File: src/design/tpsp_pkg.sv
// Package for the typed packet stream parser: result codes, phase enum,
// type name table and the front-to-back queue entry. No dependencies.
`default_nettype none
package tpsp_pkg;

    typedef enum logic [1:0] {
        PH_TYPE   = 2'd0,
        PH_HEADER = 2'd1,
        PH_BODY   = 2'd2
    } phase_t;

    localparam logic [1:0] KIND_BODY     = 2'd0;
    localparam logic [1:0] KIND_COMPLETE = 2'd1;
    localparam logic [1:0] KIND_BAD_TYPE = 2'd2;
    localparam logic [1:0] KIND_BAD_EOL  = 2'd3;

    localparam int NUM_TYPES  = 22;
    localparam int PREFIX_LEN = 15;

    localparam logic [7:0] CH_CR  = 8'h0d;
    localparam logic [7:0] CH_LF  = 8'h0a;
    localparam logic [7:0] CH_SP  = 8'h20;
    localparam logic [7:0] CH_TAB = 8'h09;

    typedef struct packed {
        logic [1:0]  kind;
        logic [4:0]  ptype;
        logic [7:0]  data;
        logic [23:0] blen;
        logic        last;
    } result_t;

    function automatic logic [7:0] to_lower(input logic [7:0] c);
        to_lower = (c >= 8'h41 && c <= 8'h5a) ? c + 8'd32 : c;
    endfunction

    function automatic logic [23:0] type_name(input logic [4:0] i);
        case (i)
            5'd0:    type_name = "hbt";
            5'd1:    type_name = "lgn";
            5'd2:    type_name = "rgt";
            5'd3:    type_name = "lgt";
            5'd4:    type_name = "scu";
            5'd5:    type_name = "adf";
            5'd6:    type_name = "def";
            5'd7:    type_name = "rfr";
            5'd8:    type_name = "rcn";
            5'd9:    type_name = "gfi";
            5'd10:   type_name = "afi";
            5'd11:   type_name = "dfi";
            5'd12:   type_name = "sma";
            5'd13:   type_name = "rma";
            5'd14:   type_name = "rdy";
            5'd15:   type_name = "sav";
            5'd16:   type_name = "rav";
            5'd17:   type_name = "soc";
            5'd18:   type_name = "roc";
            5'd19:   type_name = "aoc";
            5'd20:   type_name = "doc";
            5'd21:   type_name = "eoc";
            default: type_name = 24'd0;
        endcase
    endfunction

    function automatic logic [7:0] prefix_char(input logic [3:0] i);
        case (i)
            4'd0:    prefix_char = "c";
            4'd1:    prefix_char = "o";
            4'd2:    prefix_char = "n";
            4'd3:    prefix_char = "t";
            4'd4:    prefix_char = "e";
            4'd5:    prefix_char = "n";
            4'd6:    prefix_char = "t";
            4'd7:    prefix_char = "-";
            4'd8:    prefix_char = "l";
            4'd9:    prefix_char = "e";
            4'd10:   prefix_char = "n";
            4'd11:   prefix_char = "g";
            4'd12:   prefix_char = "t";
            4'd13:   prefix_char = "h";
            4'd14:   prefix_char = ":";
            default: prefix_char = 8'd0;
        endcase
    endfunction

endpackage
`default_nettype wire

File: src/design/tpsp_front.sv
// Front part: parses each accepted byte and produces at most one result item.
// Depends on tpsp_pkg.
`default_nettype none
module tpsp_front #(
    parameter int LENGTH_BITS = 24
) (
    input  wire logic             clk,
    input  wire logic             rst_n,
    input  wire logic             step,
    input  wire logic [7:0]       in_byte,
    output tpsp_pkg::result_t     res,
    output logic                  res_valid
);

    localparam logic [LENGTH_BITS-1:0] LEN_MAX = {LENGTH_BITS{1'b1}};

    tpsp_pkg::phase_t         phase_reg, phase_next;
    logic                     cr_reg, cr_next;
    logic [7:0]               t0_reg, t1_reg, t2_reg, t0_next, t1_next, t2_next;
    logic [4:0]               pos_reg, pos_next;
    logic                     pm_reg, pm_next;
    logic [1:0]               np_reg, np_next;
    logic [4:0]               kind_reg, kind_next;
    logic [LENGTH_BITS-1:0]   len_reg, len_next;
    logic [LENGTH_BITS-1:0]   cnt_reg, cnt_next;

    // Decimal accumulate with saturation.
    logic [LENGTH_BITS+4:0]   acc;
    logic [LENGTH_BITS-1:0]   acc_sat;
    logic                     is_digit;
    assign is_digit = in_byte >= 8'h30 && in_byte <= 8'h39;
    assign acc = {5'd0, len_reg} * (LENGTH_BITS+5)'(10)
               + (LENGTH_BITS+5)'(in_byte - 8'h30);
    assign acc_sat = (acc > {5'd0, LEN_MAX}) ? LEN_MAX : acc[LENGTH_BITS-1:0];

    // Type name lookup over the constant table.
    logic       type_hit;
    logic [4:0] type_idx;
    always_comb
    begin
        type_hit = 1'b0;
        type_idx = 5'd0;
        for (int i = tpsp_pkg::NUM_TYPES - 1; i >= 0; i--)
        begin
            if ({tpsp_pkg::to_lower(t0_reg), tpsp_pkg::to_lower(t1_reg),
                 tpsp_pkg::to_lower(t2_reg)} == tpsp_pkg::type_name(5'(i)))
            begin
                type_hit = 1'b1;
                type_idx = 5'(i);
            end
        end
    end

    logic [LENGTH_BITS-1:0] cnt_inc;
    assign cnt_inc = cnt_reg + 1'b1;

    // Per-byte parse step.
    always_comb
    begin
        phase_next = phase_reg;
        cr_next = cr_reg;
        t0_next = t0_reg; t1_next = t1_reg; t2_next = t2_reg;
        pos_next = pos_reg;
        pm_next = pm_reg;
        np_next = np_reg;
        kind_next = kind_reg;
        len_next = len_reg;
        cnt_next = cnt_reg;
        res_valid = 1'b0;
        res = '0;
        if (step)
        begin
            if (phase_reg == tpsp_pkg::PH_BODY)
            begin
                res_valid = 1'b1;
                res.kind = tpsp_pkg::KIND_BODY;
                res.ptype = kind_reg;
                res.data = in_byte;
                res.blen = 24'(len_reg);
                res.last = cnt_inc >= len_reg;
                cnt_next = cnt_inc;
                if (res.last)
                begin
                    phase_next = tpsp_pkg::PH_TYPE;
                    kind_next = '0; len_next = '0; cnt_next = '0;
                    cr_next = 1'b0; pos_next = '0; pm_next = 1'b1; np_next = '0;
                    t0_next = '0; t1_next = '0; t2_next = '0;
                end
            end
            else if (cr_reg || in_byte == tpsp_pkg::CH_LF)
            begin
                // Line end: new line state in every case.
                cr_next = 1'b0; pos_next = '0; pm_next = 1'b1; np_next = '0;
                t0_next = '0; t1_next = '0; t2_next = '0;
                if (!cr_reg || in_byte != tpsp_pkg::CH_LF)
                begin
                    res_valid = 1'b1;
                    res.kind = tpsp_pkg::KIND_BAD_EOL;
                    phase_next = tpsp_pkg::PH_TYPE;
                    kind_next = '0; len_next = '0; cnt_next = '0;
                end
                else if (phase_reg == tpsp_pkg::PH_TYPE)
                begin
                    if (pos_reg == 5'd3 && type_hit)
                    begin
                        kind_next = type_idx;
                        phase_next = tpsp_pkg::PH_HEADER;
                    end
                    else
                    begin
                        res_valid = 1'b1;
                        res.kind = tpsp_pkg::KIND_BAD_TYPE;
                        kind_next = '0; len_next = '0; cnt_next = '0;
                    end
                end
                else if (pos_reg == 5'd0)
                begin
                    if (len_reg != '0)
                    begin
                        phase_next = tpsp_pkg::PH_BODY;
                        cnt_next = '0;
                    end
                    else
                    begin
                        res_valid = 1'b1;
                        res.kind = tpsp_pkg::KIND_COMPLETE;
                        res.ptype = kind_reg;
                        phase_next = tpsp_pkg::PH_TYPE;
                        kind_next = '0; len_next = '0; cnt_next = '0;
                    end
                end
            end
            else if (in_byte == tpsp_pkg::CH_CR)
            begin
                cr_next = 1'b1;
            end
            else
            begin
                // Ordinary line byte.
                if (phase_reg == tpsp_pkg::PH_TYPE)
                begin
                    if (pos_reg == 5'd0) t0_next = in_byte;
                    if (pos_reg == 5'd1) t1_next = in_byte;
                    if (pos_reg == 5'd2) t2_next = in_byte;
                end
                else if (pos_reg < 5'(tpsp_pkg::PREFIX_LEN))
                begin
                    if (tpsp_pkg::to_lower(in_byte) != tpsp_pkg::prefix_char(pos_reg[3:0]))
                        pm_next = 1'b0;
                    if (pos_reg == 5'(tpsp_pkg::PREFIX_LEN - 1) && pm_next)
                    begin
                        len_next = '0;
                        np_next = '0;
                    end
                end
                else if (pm_reg)
                begin
                    if (np_reg == 2'd0 &&
                        (in_byte == tpsp_pkg::CH_SP || in_byte == tpsp_pkg::CH_TAB))
                        np_next = np_reg;
                    else if (np_reg != 2'd2 && is_digit)
                    begin
                        len_next = acc_sat;
                        np_next = 2'd1;
                    end
                    else
                        np_next = 2'd2;
                end
                if (pos_reg != 5'd31)
                    pos_next = pos_reg + 5'd1;
            end
        end
    end

    always_ff @(posedge clk or negedge rst_n)
    begin
        if (!rst_n)
        begin
            phase_reg <= tpsp_pkg::PH_TYPE;
            cr_reg <= 1'b0;
            t0_reg <= '0; t1_reg <= '0; t2_reg <= '0;
            pos_reg <= '0;
            pm_reg <= 1'b1;
            np_reg <= '0;
            kind_reg <= '0;
            len_reg <= '0;
            cnt_reg <= '0;
        end
        else
        begin
            phase_reg <= phase_next;
            cr_reg <= cr_next;
            t0_reg <= t0_next; t1_reg <= t1_next; t2_reg <= t2_next;
            pos_reg <= pos_next;
            pm_reg <= pm_next;
            np_reg <= np_next;
            kind_reg <= kind_next;
            len_reg <= len_next;
            cnt_reg <= cnt_next;
        end
    end

endmodule
`default_nettype wire

File: src/design/tpsp_queue.sv
// Two-entry result queue between the front parser and the output port.
// Depends on tpsp_pkg.
`default_nettype none
module tpsp_queue (
    input  wire logic              clk,
    input  wire logic              rst_n,
    input  wire logic              push,
    input  wire tpsp_pkg::result_t push_data,
    output logic                   full,
    output logic                   pop_valid,
    input  wire logic              pop,
    output tpsp_pkg::result_t      pop_data
);

    tpsp_pkg::result_t mem_reg [2];
    logic              wp_reg, rp_reg;
    logic [1:0]        cnt_reg;

    assign full = cnt_reg == 2'd2;
    assign pop_valid = cnt_reg != 2'd0;
    assign pop_data = mem_reg[rp_reg];

    // Storage.
    always_ff @(posedge clk)
    begin
        if (push)
            mem_reg[wp_reg] <= push_data;
    end

    // Pointers and fill count.
    always_ff @(posedge clk or negedge rst_n)
    begin
        if (!rst_n)
        begin
            wp_reg <= 1'b0;
            rp_reg <= 1'b0;
            cnt_reg <= 2'd0;
        end
        else
        begin
            if (push) wp_reg <= ~wp_reg;
            if (pop) rp_reg <= ~rp_reg;
            cnt_reg <= cnt_reg + {1'b0, push} - {1'b0, pop};
        end
    end

endmodule
`default_nettype wire

File: src/design/typed_packet_stream_parser.sv
// Top level of the typed packet stream parser: front parser plus result queue.
// Depends on tpsp_pkg, tpsp_front and tpsp_queue.
//
//  channel | signals                                              | dir
//  input   | in_valid, in_ready, in_byte                          | in
//  output  | out_valid, out_ready, result_kind, type_code,        | out
//          | data_byte, body_length, last_byte                    |
//
// One byte is accepted per cycle while the queue is not full; its result
// item, if any, is available from the queue in the following cycle. The
// two-entry queue sets the stall depth: input is held off only while both
// entries wait. Reset returns the parser to the type line with an empty queue.
`default_nettype none
module typed_packet_stream_parser #(
    parameter int LENGTH_BITS = 24
) (
    input  wire logic        clk,
    input  wire logic        rst_n,
    input  wire logic        in_valid,
    output logic             in_ready,
    input  wire logic [7:0]  in_byte,
    output logic             out_valid,
    input  wire logic        out_ready,
    output logic [1:0]       result_kind,
    output logic [4:0]       type_code,
    output logic [7:0]       data_byte,
    output logic [23:0]      body_length,
    output logic             last_byte
);

    tpsp_pkg::result_t res, head;
    logic res_valid, full, step, pop;

    assign in_ready = !full;
    assign step = in_valid && in_ready;
    assign pop = out_valid && out_ready;

    tpsp_front #(.LENGTH_BITS(LENGTH_BITS)) u_front (
        .clk(clk), .rst_n(rst_n), .step(step), .in_byte(in_byte),
        .res(res), .res_valid(res_valid)
    );

    tpsp_queue u_queue (
        .clk(clk), .rst_n(rst_n), .push(res_valid), .push_data(res),
        .full(full), .pop_valid(out_valid), .pop(pop), .pop_data(head)
    );

    assign result_kind = head.kind;
    assign type_code   = head.ptype;
    assign data_byte   = head.data;
    assign body_length = head.blen;
    assign last_byte   = head.last;

    // Results only arise from accepted bytes.
    a_res_step: assert property (@(posedge clk) disable iff (!rst_n)
        res_valid |-> step) else $error("result without accepted item");

    // Error items carry no type.
    a_err_type: assert property (@(posedge clk) disable iff (!rst_n)
        out_valid && result_kind[1] |-> type_code == 5'd0)
        else $error("error item with type");

    // Input stalls only while queue is full.
    a_ready: assert property (@(posedge clk) disable iff (!rst_n)
        !in_ready |-> out_valid) else $error("stall with empty queue");

endmodule
`default_nettype wire
File: config.mk
export PLATFORM = sky130hd
export DESIGN_NAME = typed_packet_stream_parser
export DESIGN_NICKNAME = d
export VERILOG_FILES = /design/src/design/tpsp_pkg.sv /design/src/design/tpsp_front.sv /design/src/design/tpsp_queue.sv /design/src/design/typed_packet_stream_parser.sv
export SDC_FILE = /design/constraint.sdc
export NUM_CORES = 1
export LEC_CHECK = 0
export ABC_AREA = 1
export BUFFER_PORTS_ARGS = -buffer_cell sky130_fd_sc_hd__buf_4
export CORE_MARGIN = 4
export CORE_UTILIZATION = 68
export CTS_BUF_LIST = sky130_fd_sc_hd__clkbuf_16
export DETAILED_ROUTE_END_ITERATION = 8
export PLACE_DENSITY = 0.87
export SYNTH_ARGS = -nofsm -noshare
export SYNTH_HDL_FRONTEND = slang
export SYNTH_SLANG_ARGS = --single-unit
File: constraint.sdc
create_clock -name clk -period 12.1 [get_ports clk]
set_input_delay 0.605 -clock clk [delete_from_list [all_inputs] [get_ports clk]]
set_output_delay 0.605 -clock clk [all_outputs]
set_load 0.01 [all_outputs]
# --- Word level (Yosys, flattened, before mapping) ---
# Memories as Yosys holds them, arrays and structs flattened.
# Cells that the tools add are included.
# Widths: inputs -> output; s select.
totals:
  regBits: 92
  mem_bits_rw: 80
  romBits: 112
  n_memories: 2
classes:
  n_addsub: 10
  multipliers: 1
  order_cmp: 13
  n_eq_ne: 46
  n_mux: 159
  bitwise: 2
  reduce_logical: 43
mem_list:
  columns: ["memory", "depth", "width", "rd", "rd_ports_with_merged_regs", "write_ports", "line_no", "rtl"]
  rows:
  - ["(no name shown)", 16, 7, 1, 0, 0, "tpsp_pkg.sv:66", "case (i)"]
  - ["u_queue.mem_reg", 2, 40, 1, 0, 1, "tpsp_queue.sv:15", "tpsp_pkg::result_t mem_reg [2];"]
op_table:
  columns: ["op", "count"]
  rows:
  - ["$eq 24x23->1 const B", 22]
  - ["$mux 24", 22]
  - ["$mux 8", 26]
  - ["$mux 5", 36]
  - ["$mux 1", 49]
  - ["$mux 2", 20]
  - ["$mux 40", 1]
  - ["$mux 33", 1]
  - ["$add 8x6->8 const B", 4]
  - ["$ge 8x7->1 const B", 4]
  - ["$le 8x7->1 const B", 4]
  - ["$reduce_and 5->1", 6]
  - ["$add 28x29->29", 1]
  - ["$gt 29x24->1 const B", 1]
  - ["$mul 24x3->27 const B", 1]
  - ["$add 24x1->24 const B", 1]
  - ["$eq 8x4->1 const B", 3]
  - ["$ge 24x24->1", 1]
  - ["$reduce_bool 24->1", 1]
  - ["$mux 7", 3]
  - ["$reduce_bool 3->1", 7]
  - ["$ne 4x2->1 const B", 3]
  - ["$reduce_bool 4->1", 3]
  - ["$logic_and 1x1->1", 11]
  - ["other kinds (30)", 43]

# --- Logic depth before layout (Yosys ltp) ---
# Gate-level depths: netlist of the first run.
depth:
  depth_word: 35
  ltp_mapped: 30
  depth_no_buf: 29

# --- Modules after synthesis ---
# Synthesis of the first run repeated with hierarchy kept, for this count alone.
hier_totals:
  cells_unflattened: 1870
  hier_area_um2: 13872.1
modules_own_cells:
  columns: ["mod", "n_inst", "cells_each", "area_per_inst_um2"]
  rows:
  - ["tpsp_front", 1, 1631, 10488.8]
  - ["tpsp_queue", 1, 234, 3362.0]
  - ["typed_packet_stream_parser", 1, 5, 21.3]

# --- Worst setup path after synthesis of the first run ---
# OpenSTA, ideal clock, no wires.
synth_timing:
  kind: "reg2reg"
  from: "reg u_front.len_reg[1]"
  to: "reg u_front.len_reg[1]"
  setup_time_ns: 0.119
  arrival_ns: 4.221
  t_required_ns: 11.981
  slack_ns: 7.760
  path_stages_with_launch: 24
  n_path_buf: 1
  path_cell_list: "dfrtp_1 ha_1 ha_1 inv_1 fa_1 o21ai_0 a21oi_1 o21ai_0 nand3_1 nand2_1 a21oi_1 xnor2_1 ha_1 nand2_1 nor2_1 nand2_1 or2_2 nand4_1 nand2_1 nor2_1 buf_2 nand4_1 nand4_1 o21ai_2"
synth_between:
  elab_chain_cells: 12
  word_cells_on_any_way: 17
  cone_classes: "1 x add/sub; 1 x mul; 2 x order compare; 2 x eq/ne; 9 x mux; 2 x reduce/logical"
synth_rtl:
  columns: ["item", "line_no", "rtl"]
  rows:
  - ["from (decl)", "tpsp_front.sv:24", "logic [LENGTH_BITS-1:0] len_reg, len_next;"]
  - ["from (signal assigned)", "tpsp_front.sv:198", "len_reg <= len_next;"]
  - ["$mul 24x3->27", "tpsp_front.sv:32", "assign acc = {5'd0, len_reg} * (LENGTH_BITS+5)'(10)"]
  - ["$add 28x29->29", "tpsp_front.sv:33", "+ (LENGTH_BITS+5)'(in_byte - 8'h30);"]
  - ["$gt 29x24->1", "tpsp_front.sv:34", "assign acc_sat = (acc > {5'd0, LEN_MAX}) ? LEN_MAX : acc[LENGTH_BITS-1:0];"]
  - ["$mux 24", "tpsp_front.sv:34", null]
  - ["$mux 24", "tpsp_front.sv:161", "else if (np_reg != 2'd2 && is_digit)"]
  - ["$mux 24", "tpsp_front.sv:158", "if (np_reg == 2'd0 &&"]
  - ["$mux 24", "tpsp_front.sv:156", "else if (pm_reg)"]
  - ["$mux 24", "tpsp_front.sv:146", "else if (pos_reg < 5'(tpsp_pkg::PREFIX_LEN))"]
  - ["$mux 24", "tpsp_front.sv:140", "if (phase_reg == tpsp_pkg::PH_TYPE)"]
  - ["$mux 24", "tpsp_front.sv:133", "else if (in_byte == tpsp_pkg::CH_CR)"]
  - ["$mux 24", "tpsp_front.sv:90", "else if (cr_reg || in_byte == tpsp_pkg::CH_LF)"]
  - ["$mux 24", "tpsp_front.sv:73", "if (phase_reg == tpsp_pkg::PH_BODY)"]
# Parallel ways exist; a longest one is shown, timed or not. The select of a mux whose other input is x is not followed.
# A chain may end at the register's enable or synchronous reset.

# --- Worst setup path in the final report of the first run ---
layout_timing:
  from: "reg u_front.len_reg[1]"
  to: "reg u_front.len_reg[15]"
# Same word-level chain as after synthesis.

==> impl_results.html, run 1 <==
<table>
<tr><th>Metric</th><th>Value</th></tr>
<tr><th colspan="2">Worst setup path</th></tr>
<tr><td>WP data arrival</td><td>slightly below 6000 ps</td></tr>
<tr><td>Critical Path Sink Type</td><td>register</td></tr>
<tr><td>Critical-path cell with the highest stage delay</td><td>sky130_fd_sc_hd__nor2_2</td></tr>
<tr><td>Worst reg2reg startpoint</td><td>u_front.len_reg[1]</td></tr>
<tr><td>Cells along the critical path</td><td>ha_1 &gt; ha_1 &gt; inv_1 &gt; fa_1 &gt; o21ai_0 &gt; a21oi_1 &gt; o21ai_0 &gt; nand3_1 &gt; nand2_1 &gt; a21oi_1 &gt; xnor2_1 &gt; ha_1 &gt; nand2_1 &gt; nor2_1 &gt; nand2_1 &gt; or2_2 &gt; nand4_1 &gt; nand2_1 &gt; nor2_2 &gt; nand4_1 &gt; nand4_1 &gt; o21ai_2</td></tr>
<tr><td>Critical path start-end classification</td><td>register to register</td></tr>
<tr><td>Worst flop-to-flop path endpoint</td><td>u_front.len_reg[15]</td></tr>
<tr><td>CP Capture Point</td><td>u_front.len_reg[15]</td></tr>
<tr><td>Worst Setup SP</td><td>u_front.len_reg[1]</td></tr>
<tr><td>Required time reported for the critical path endpoint</td><td>12390 ps</td></tr>
<tr><td>Startpoint type of the worst setup path</td><td>register</td></tr>
<tr><td>Crit-path max FO</td><td>24</td></tr>
<tr><td>Setup slack on the worst flop-to-flop path</td><td>6460 ps</td></tr>
<tr><td>Count of cells along the worst register-to-register path</td><td>22</td></tr>
<tr><td>Most frequent CP cell</td><td>sky130_fd_sc_hd__nand2_1</td></tr>
<tr><td>Largest incremental delay on the critical path</td><td>900 ps</td></tr>
<tr><th colspan="2">Logic synthesis</th></tr>
<tr><td>Count of warnings emitted by yosys</td><td>0</td></tr>
<tr><td>Most area-consuming cells after synthesis</td><td>sky130_fd_sc_hd__edfxtp_1 (18%), sky130_fd_sc_hd__dfrtp_1 (17%), sky130_fd_sc_hd__nand2_1 (12%), sky130_fd_sc_hd__ha_1 (11%), sky130_fd_sc_hd__nor2_1 (5.3%)</td></tr>
<tr><td>Synth Flop Type</td><td>sky130_fd_sc_hd__dfrtp_1</td></tr>
<tr><td>Post-Synthesis Cells</td><td>1732</td></tr>
<tr><td>Synth top area share</td><td>18.00%</td></tr>
<tr><td>Number of nets produced by synthesis</td><td>1860</td></tr>
<tr><td>Synthesized cell area</td><td>roughly 13000 µm²</td></tr>
<tr><td>Most frequent cell after synthesis</td><td>sky130_fd_sc_hd__nand2_1</td></tr>
<tr><td>Synth cell types</td><td>54</td></tr>
<tr><td>Sequential element share of the synthesized area</td><td>35.26%</td></tr>
<tr><td>Async SR Flop Fraction</td><td>53.49%</td></tr>
<tr><td>Top post-synthesis cells by count</td><td>sky130_fd_sc_hd__nand2_1 (422), sky130_fd_sc_hd__nor2_1 (190), sky130_fd_sc_hd__inv_1 (179), sky130_fd_sc_hd__ha_1 (114), sky130_fd_sc_hd__nand3_1 (101)</td></tr>
<tr><td>Cell taking the most area after synthesis</td><td>sky130_fd_sc_hd__edfxtp_1</td></tr>
<tr><td>Synthesized area per cell</td><td>7.706 µm²</td></tr>
<tr><td>Post-synth EDFFs</td><td>80</td></tr>
<tr><td>Number of flip-flops and latches in the synthesized netlist</td><td>172</td></tr>
<tr><th colspan="2">STA</th></tr>
<tr><td>Setup repair after global routing missed its margin</td><td>no</td></tr>
<tr><td>Post-Route Skew</td><td>~12 ps</td></tr>
<tr><td>Minimum setup slack in the final design</td><td>6464 ps</td></tr>
<tr><td>Crit path time final</td><td>5636 ps</td></tr>
<tr><td>Actual slew at the worst max-slew pin</td><td>1167 ps</td></tr>
<tr><td>Maximum operating frequency</td><td>177.4 MHz</td></tr>
<tr><td>Relative slew slack</td><td>22.11%</td></tr>
<tr><td>Number of pins with negative max-slew slack in the final report</td><td>0</td></tr>
<tr><td>Endpoints failing hold</td><td>0</td></tr>
<tr><td>Setup TNS Final</td><td>0 ps</td></tr>
<tr><td># setup viols final</td><td>0</td></tr>
<tr><td>Period Utilization, post-route</td><td>46.58%</td></tr>
<tr><th colspan="2">GRT</th></tr>
<tr><td>Number of global-route vias before repair</td><td>11330</td></tr>
<tr><td>Initial antenna violation count</td><td>1</td></tr>
<tr><td>Total gr overflow</td><td>0</td></tr>
<tr><td>Total global-route track usage</td><td>30.98%</td></tr>
<tr><td>Maximum number of pins on one net before global-route repair</td><td>65</td></tr>
<tr><td>Wire length of the first global-routing pass</td><td>55520 µm</td></tr>
<tr><th colspan="2">CTS</th></tr>
<tr><td>Buffer depth of the longest clock path</td><td>2</td></tr>
<tr><td>Clock transition at the registers of the reported paths</td><td>70 ps</td></tr>
<tr><td>H-tree depth</td><td>4</td></tr>
<tr><td>CTS tree</td><td>done</td></tr>
<tr><td>Number of post-CTS setup repair buffers</td><td>0</td></tr>
<tr><td>Worst skew pair latency</td><td>430 ps</td></tr>
<tr><td>CTS Buf Count</td><td>17</td></tr>
<tr><td>Root Driver</td><td>sky130_fd_sc_hd__clkbuf_16</td></tr>
<tr><td>Resized cells post-CTS</td><td>0</td></tr>
<tr><td>Cts-stage hold buffer count</td><td>0</td></tr>
<tr><td>Sinks on Clock Net</td><td>172</td></tr>
<tr><th colspan="2">Die</th></tr>
<tr><td>Die Span X</td><td>~150 µm</td></tr>
<tr><td>DIE AREA</td><td>21930 µm²</td></tr>
<tr><td>Core outline area</td><td>approximately 19000 µm²</td></tr>
<tr><td>I/O pins</td><td>54</td></tr>
<tr><td>Chip height</td><td>between 100 and 150 µm</td></tr>
<tr><td>Effective utilization at floorplan</td><td>70.18%</td></tr>
<tr><td>Cell row count</td><td>50</td></tr>
<tr><th colspan="2">Cells and area</th></tr>
<tr><td>Max FFs per register</td><td>80</td></tr>
<tr><td>Layout cell share with drive strength beyond 1</td><td>12.04%</td></tr>
<tr><td>Synth-to-Final Area Change</td><td>8.146%</td></tr>
<tr><td>Util after Layout</td><td>75.89%</td></tr>
<tr><td>Non-filler instance count after layout</td><td>between 2000 and 2500</td></tr>
<tr><td>Number of fill cells in the layout</td><td>1378</td></tr>
<tr><td>Antenna cells</td><td>0</td></tr>
<tr><td>Final layout net count</td><td>1893</td></tr>
<tr><th colspan="2">Detailed routing</th></tr>
<tr><td>Initial DRT Pass Iterations</td><td>6</td></tr>
<tr><td>ANT nets after route</td><td>0</td></tr>
<tr><td>Drt via density</td><td>~5.9</td></tr>
<tr><td>Post-route DRC</td><td>0</td></tr>
<tr><td>Routed wire length</td><td>approximately 34000 µm</td></tr>
<tr><td>DR iter-0 viols</td><td>1148</td></tr>
<tr><td>Number of vias in the routed layout</td><td>around 12000</td></tr>
<tr><td>Post-detailed-route wirelength per cell</td><td>16.60 µm</td></tr>
<tr><th colspan="2">Power and ir drop</th></tr>
<tr><td>Leakage power of the design</td><td>0.006997 µW</td></tr>
<tr><td>PwrDens</td><td>around 160 nW/µm²</td></tr>
<tr><td>Worst vdd rail ir drop</td><td>0.1177 mV</td></tr>
<tr><th colspan="2">Placed design</th></tr>
<tr><td>Placement Setup Slack</td><td>6662 ps</td></tr>
<tr><td>Final Wtd Congestion</td><td>0.9589</td></tr>
<tr><td>Instance count after placement with tap cells included</td><td>2006</td></tr>
<tr><td>Number of buffer cells added on primary ports</td><td>53</td></tr>
<tr><td>Detail Placement HPWL</td><td>25300 µm</td></tr>
<tr><th colspan="2">Run</th></tr>
<tr><td>Number of max-capacitance violations reported</td><td>0</td></tr>
<tr><th colspan="2">Status</th></tr>
<tr><td>Result of the run</td><td>finished, final reports clean</td></tr>
<tr><th colspan="2">Hold path</th></tr>
<tr><td>Hold WC Path Type</td><td>input pin to async pin</td></tr>
</table>
## metrics by stage
step                area (µm²)  total power (µW)  hold WS, ps
floorplan                13350              1498        309.4
global placement         13850              1783        466.6
detailed placement       13850              1813        467.3
CTS                      14430              2361        104.2
global route             14430              2535        115.9
finish                   14430              2370        106.6
## cells in the final DEF, fill, tap and decap left out, drive strengths merged, types with 31 or more instances in the layout
cell	count
inv	194
o21ai	116
ha	114
xnor2	31
nand4	86
edfxtp	80
xor2	43
dfrtp	91
nor2	201
nand2	470
a21oi	80
nand3	107
buf	57
## area by class of cell
type                    instances  area [µm²]  share of cell area, %
clock buffers                  17       425.4                  2.947
clock inverters                15       161.4                  1.118
inverters                     190       713.2                  4.941
multi-input cells            1327        7675                  53.17
flip-flops and latches        172        4706                  32.60
well taps                     260       325.3                  2.254
repair buffers                 57       427.9                  2.965
## kinds of logic after synthesis
kind of cell | count (synthesis) | share of synthesized area [%]
AND/OR/NAND/NOR | 904 | 30.89
AO/OA/AOI/OAI | 233 | 10.62
buffers and inverters | 233 | 7.387
flip-flops | 172 | 35.26
adder cells (fa/ha/maj) | 116 | 10.99
XOR/XNOR | 74 | 4.856
## worst min-delay path by stage
stage                              from             endpoint  slack, ps  cells after the start
floorplan                         rst_n   u_front.cnt_reg[0]        310                      0
finish                            rst_n  u_front.kind_reg[3]        110                      1
global placement    u_front.kind_reg[1]  u_front.kind_reg[1]        470                      2
detailed placement  u_front.kind_reg[0]  u_front.kind_reg[0]        470                      2
global route                      rst_n  u_front.kind_reg[3]        120                      1
CTS                               rst_n  u_front.kind_reg[2]        100                      1
## report_power, final
group	total, µW	internal [µW]	switching, µW
Combinational	1040	351	694
Sequential	778	698	79.4
Clock	548	308	240
Total	2370	1360	1010
## critical path, delay by kind of cell, from the launching register on
| kind | cells | cell delay [ps] |
|---|---|---|
| AO/OA/AOI/OAI | 5 | 1140 |
| XOR/XNOR | 1 | 140 |
| adder cells (fa/ha/maj) | 4 | 1250 |
| buffers and inverters | 1 | 60 |
| flip-flops | 1 | 450 |
| AND/OR/NAND/NOR | 11 | 2460 |
## per-layer routing
metal,vias up,wire (µm),GRT usage [%]
met4,2,466,7.344
met5,-,13,0
li1,5874,-,-
met1,5569,15230,44.95
met3,52,3021,6.002
met2,552,15100,48.57
(Power assumes the default switching activity.)
==> run 2, diff against run 1 <==
Settings changed: CORE_UTILIZATION 68 to 64, PLACE_DENSITY 0.87 to 0.82.
Clock period 12.1 ns to 5.3 ns, I/O delays scaled along.
==> run 2 against run 1 <==
Clock skew is 3.6 ps lower; non-clock buffer count grew 9; core utilization is 4.8 points lower; via count shrank 0.75%; global-route usage decreased by 2.3 points; clock power up 120%.
==> impl_results.html, run 2 (synthesized netlist as in run 1, its figures left out) <==
<table>
<tr><th>Metric</th><th>Value</th></tr>
<tr><th colspan="2">Status</th></tr>
<tr><td>Result of the run</td><td>finished, final reports clean</td></tr>
<tr><th colspan="2">CTS</th></tr>
<tr><td>H-tree depth</td><td>4 (unchanged)</td></tr>
<tr><td>CTS Buf Count</td><td>17 (unchanged)</td></tr>
<tr><td>Root Driver</td><td>sky130_fd_sc_hd__clkbuf_16</td></tr>
<tr><td>Sinks on Clock Net</td><td>172 (unchanged)</td></tr>
<tr><td>Worst skew pair latency</td><td>430 ps (about the same)</td></tr>
<tr><td>CTS tree</td><td>done</td></tr>
<tr><td>Clock transition at the registers of the reported paths</td><td>60 ps (about the same)</td></tr>
<tr><td>Buffer depth of the longest clock path</td><td>2 (unchanged)</td></tr>
<tr><th colspan="2">Cells and area</th></tr>
<tr><td>Max FFs per register</td><td>80 (unchanged)</td></tr>
<tr><td>Synth-to-Final Area Change</td><td>8.465%</td></tr>
<tr><td>Non-filler instance count after layout</td><td>2057 (+0.93%)</td></tr>
<tr><td>Top library cells by usage in the layout, fill and taps aside</td><td>sky130_fd_sc_hd__nand2_1 (422), sky130_fd_sc_hd__nor2_1 (188), sky130_fd_sc_hd__inv_1 (181), sky130_fd_sc_hd__ha_1 (114), sky130_fd_sc_hd__nand3_1 (101)</td></tr>
<tr><td>Layout cell share with drive strength beyond 1</td><td>12.26% (+0.22 points)</td></tr>
<tr><td>Final layout net count</td><td>1902 (+0.48%)</td></tr>
<tr><td>Antenna cells</td><td>0 (unchanged)</td></tr>
<tr><td>Most common cell after layout, fill and taps aside</td><td>sky130_fd_sc_hd__nand2_1</td></tr>
<tr><th colspan="2">Die</th></tr>
<tr><td>Die Span X</td><td>152.4 µm (+2.9%)</td></tr>
<tr><td>Cell row count</td><td>52 (+4.0%)</td></tr>
<tr><td>I/O pins</td><td>54 (unchanged)</td></tr>
<tr><td>Core outline area</td><td>20360 µm² (+7.1%)</td></tr>
<tr><td>Effective utilization at floorplan</td><td>65.54% (-4.6 points)</td></tr>
<tr><td>DIE AREA</td><td>23230 µm² (+5.9%)</td></tr>
<tr><td>Chip height</td><td>152.4 µm (+2.9%)</td></tr>
<tr><th colspan="2">Power and ir drop</th></tr>
<tr><td>Cell-internal power</td><td>3051 µW (+120%)</td></tr>
<tr><td>Fraction of power spent switching nets</td><td>43.03% (+0.29 points)</td></tr>
<tr><td>Sequential fraction of design power</td><td>33.2% (+0.4 points)</td></tr>
<tr><td>Reported net switching power</td><td>2305 µW (+130%)</td></tr>
<tr><td>PwrDens</td><td>370.0 nW/µm² (+130%)</td></tr>
<tr><td>Fraction of power consumed by the clock network</td><td>22.1% (-1.0 points)</td></tr>
<tr><td>Leakage power of the design</td><td>0.007011 µW (+0.20%)</td></tr>
<tr><td>Worst vdd rail ir drop</td><td>0.1683 mV (+43%)</td></tr>
<tr><td>Combinational Power Share</td><td>44.7% (+0.6 points)</td></tr>
<tr><th colspan="2">GRT</th></tr>
<tr><td>Total global-route track usage</td><td>28.65% (-2.3 points)</td></tr>
<tr><td>Initial antenna violation count</td><td>0 (-1)</td></tr>
<tr><td>Total gr overflow</td><td>0 (unchanged)</td></tr>
<tr><td>Maximum number of pins on one net before global-route repair</td><td>49 (-25%)</td></tr>
<tr><td>Number of global-route vias before repair</td><td>11340 (+0.071%)</td></tr>
<tr><td>Wire length of the first global-routing pass</td><td>55480 µm (about the same)</td></tr>
<tr><th colspan="2">Worst setup path</th></tr>
<tr><td>Largest incremental delay on the critical path</td><td>480 ps (-420 ps)</td></tr>
<tr><td>Startpoint type of the worst setup path</td><td>register</td></tr>
<tr><td>Critical Path Sink Type</td><td>register</td></tr>
<tr><td>Required time reported for the critical path endpoint</td><td>5590 ps (-6800 ps)</td></tr>
<tr><td>Buffers and inverters on the worst path</td><td>4 (+3)</td></tr>
<tr><td>Most frequent CP cell</td><td>sky130_fd_sc_hd__nand2_1</td></tr>
<tr><td>Critical-path cell with the highest stage delay</td><td>sky130_fd_sc_hd__dfrtp_1</td></tr>
<tr><td>WP data arrival</td><td>5100 ps (-830 ps)</td></tr>
<tr><td>Top delay family on crit path</td><td>simple AND/OR/NAND/NOR gates</td></tr>
<tr><td>Crit-path max FO</td><td>24 (unchanged)</td></tr>
<tr><td>Critical path start-end classification</td><td>register to register</td></tr>
<tr><th colspan="2">Hold path</th></tr>
<tr><td>Hold WC Path Type</td><td>input pin to register</td></tr>
<tr><th colspan="2">STA</th></tr>
<tr><td>Crit path time final</td><td>4810 ps (-826.5 ps)</td></tr>
<tr><td>Period Utilization, post-route</td><td>90.75% (+44 points)</td></tr>
<tr><td>Actual slew at the worst max-slew pin</td><td>1153 ps (-14.02 ps)</td></tr>
<tr><td>Maximum operating frequency</td><td>207.9 MHz (+17%)</td></tr>
<tr><td>Minimum setup slack in the final design</td><td>490.4 ps (-5973 ps)</td></tr>
<tr><td>Post-Route Skew</td><td>8.732 ps (-3.624 ps)</td></tr>
<tr><td>Setup TNS Final</td><td>0 ps (unchanged)</td></tr>
<tr><td>Setup repair after global routing missed its margin</td><td>no</td></tr>
<tr><td>Endpoints failing hold</td><td>0 (unchanged)</td></tr>
<tr><td># setup viols final</td><td>0 (unchanged)</td></tr>
<tr><td>Relative slew slack</td><td>22.94% (+0.84 points)</td></tr>
<tr><td>Number of pins with negative max-slew slack in the final report</td><td>0 (unchanged)</td></tr>
<tr><td>Hold Worst Slack</td><td>150.6 ps (+43.98 ps)</td></tr>
<tr><th colspan="2">Detailed routing</th></tr>
<tr><td>Post-route DRC</td><td>0 (unchanged)</td></tr>
<tr><td>ANT nets after route</td><td>0 (unchanged)</td></tr>
<tr><td>Drt via density</td><td>5.814 (-1.7%)</td></tr>
<tr><td>Post-detailed-route wirelength per cell</td><td>16.30 µm (-1.8%)</td></tr>
<tr><td>Initial DRT Pass Iterations</td><td>6 (unchanged)</td></tr>
<tr><td>Number of vias in the routed layout</td><td>11960 (-0.75%)</td></tr>
<tr><td>DR iter-0 viols</td><td>1102 (-4.0%)</td></tr>
<tr><td>Routed wire length</td><td>33530 µm (-0.87%)</td></tr>
<tr><th colspan="2">Placed design</th></tr>
<tr><td>Instance count after placement with tap cells included</td><td>2024 (+0.90%)</td></tr>
<tr><td>Detail Placement HPWL</td><td>25180 µm (-0.51%)</td></tr>
<tr><td>Number of buffer cells added on primary ports</td><td>53 (unchanged)</td></tr>
<tr><td>Final Wtd Congestion</td><td>0.9759 (+1.8%)</td></tr>
<tr><td>Placement Setup Slack</td><td>359.2 ps (-6302 ps)</td></tr>
<tr><th colspan="2">Run</th></tr>
<tr><td>Number of max-capacitance violations reported</td><td>0 (unchanged)</td></tr>
</table>
[run 2: repair_timing]
item / 4_1_cts / 5_1_grt
setup buffers: 0 / 0
hold buffers: 1 / 0
setup endpoints to repair: 0 / 24
gates resized for setup: 0 / 1
endpoints found under the hold margin: 43 / 0
[run 2: path summary, 6_finish.rpt]
path | from | to | slack [ps] | cells after the start
min in group asynchronous | rst_n | u_front.kind_reg[2] | 380 | 2
max in group asynchronous | rst_n | u_front.cnt_reg[8] | 3840 | 3
min reg2reg | u_front.kind_reg[1] | u_front.kind_reg[1] | 480 | 2
max reg2reg | u_front.len_reg[7] | u_front.len_reg[7] | 490 | 30
min | out_ready | u_queue.rp_reg | 150 | 3
max | u_front.len_reg[7] | u_front.len_reg[7] | 490 | 30
[run 2: final cells by class]
cell class | count | area, µm²
Timing Repair Buffer | 66 | 498.0
Sequential cell | 172 | 4706
Tap cell | 270 | 337.8
Inverter | 190 | 713.2
Clock inverter | 15 | 126.4
Clock buffer | 17 | 425.4
Fill cell | 1634 | 5888
Multi-Input combinational cell | 1327 | 7670
[run 2: layer usage]
metal / share of wire, % / vias to the layer above / GRT usage [%]
li1: - / 5910 / -
met1: 46 / 5592 / 41.77
met2: 45 / 421 / 44.52
met3: 7.4 / 36 / 5.141
met4: 1.1 / 0 / 7.594
met5: 0 / - / 0
[run 2: per-stage QoR]
stage,instance area (µm²),utilization (%),total power [µW]
after floorplan,13350,-,3419
after global placement,13910,68.33,4093
after detailed placement,13910,68.33,4163
after CTS,14480,71.09,5343
after global routing,14480,71.09,5715
final,14480,71.09,5356
[run 2: tightest hold or removal path, delay by kind of cell]
| kind | cells | cell delay [ps] |
|---|---|---|
| buffers and inverters | 1 | 110 |
| AND/OR/NAND/NOR | 1 | 100 |
| XOR/XNOR | 1 | 70 |
[run 2: power by group through the flow]
stage / registers, µW / logic [µW] / clock network, µW
floorplan: 1740 / 1680 / 0
global placement: 1790 / 2310 / 0
detailed placement: 1800 / 2370 / 0
CTS: 1770 / 2390 / 1190
global route: 1800 / 2670 / 1250
finish: 1780 / 2390 / 1180
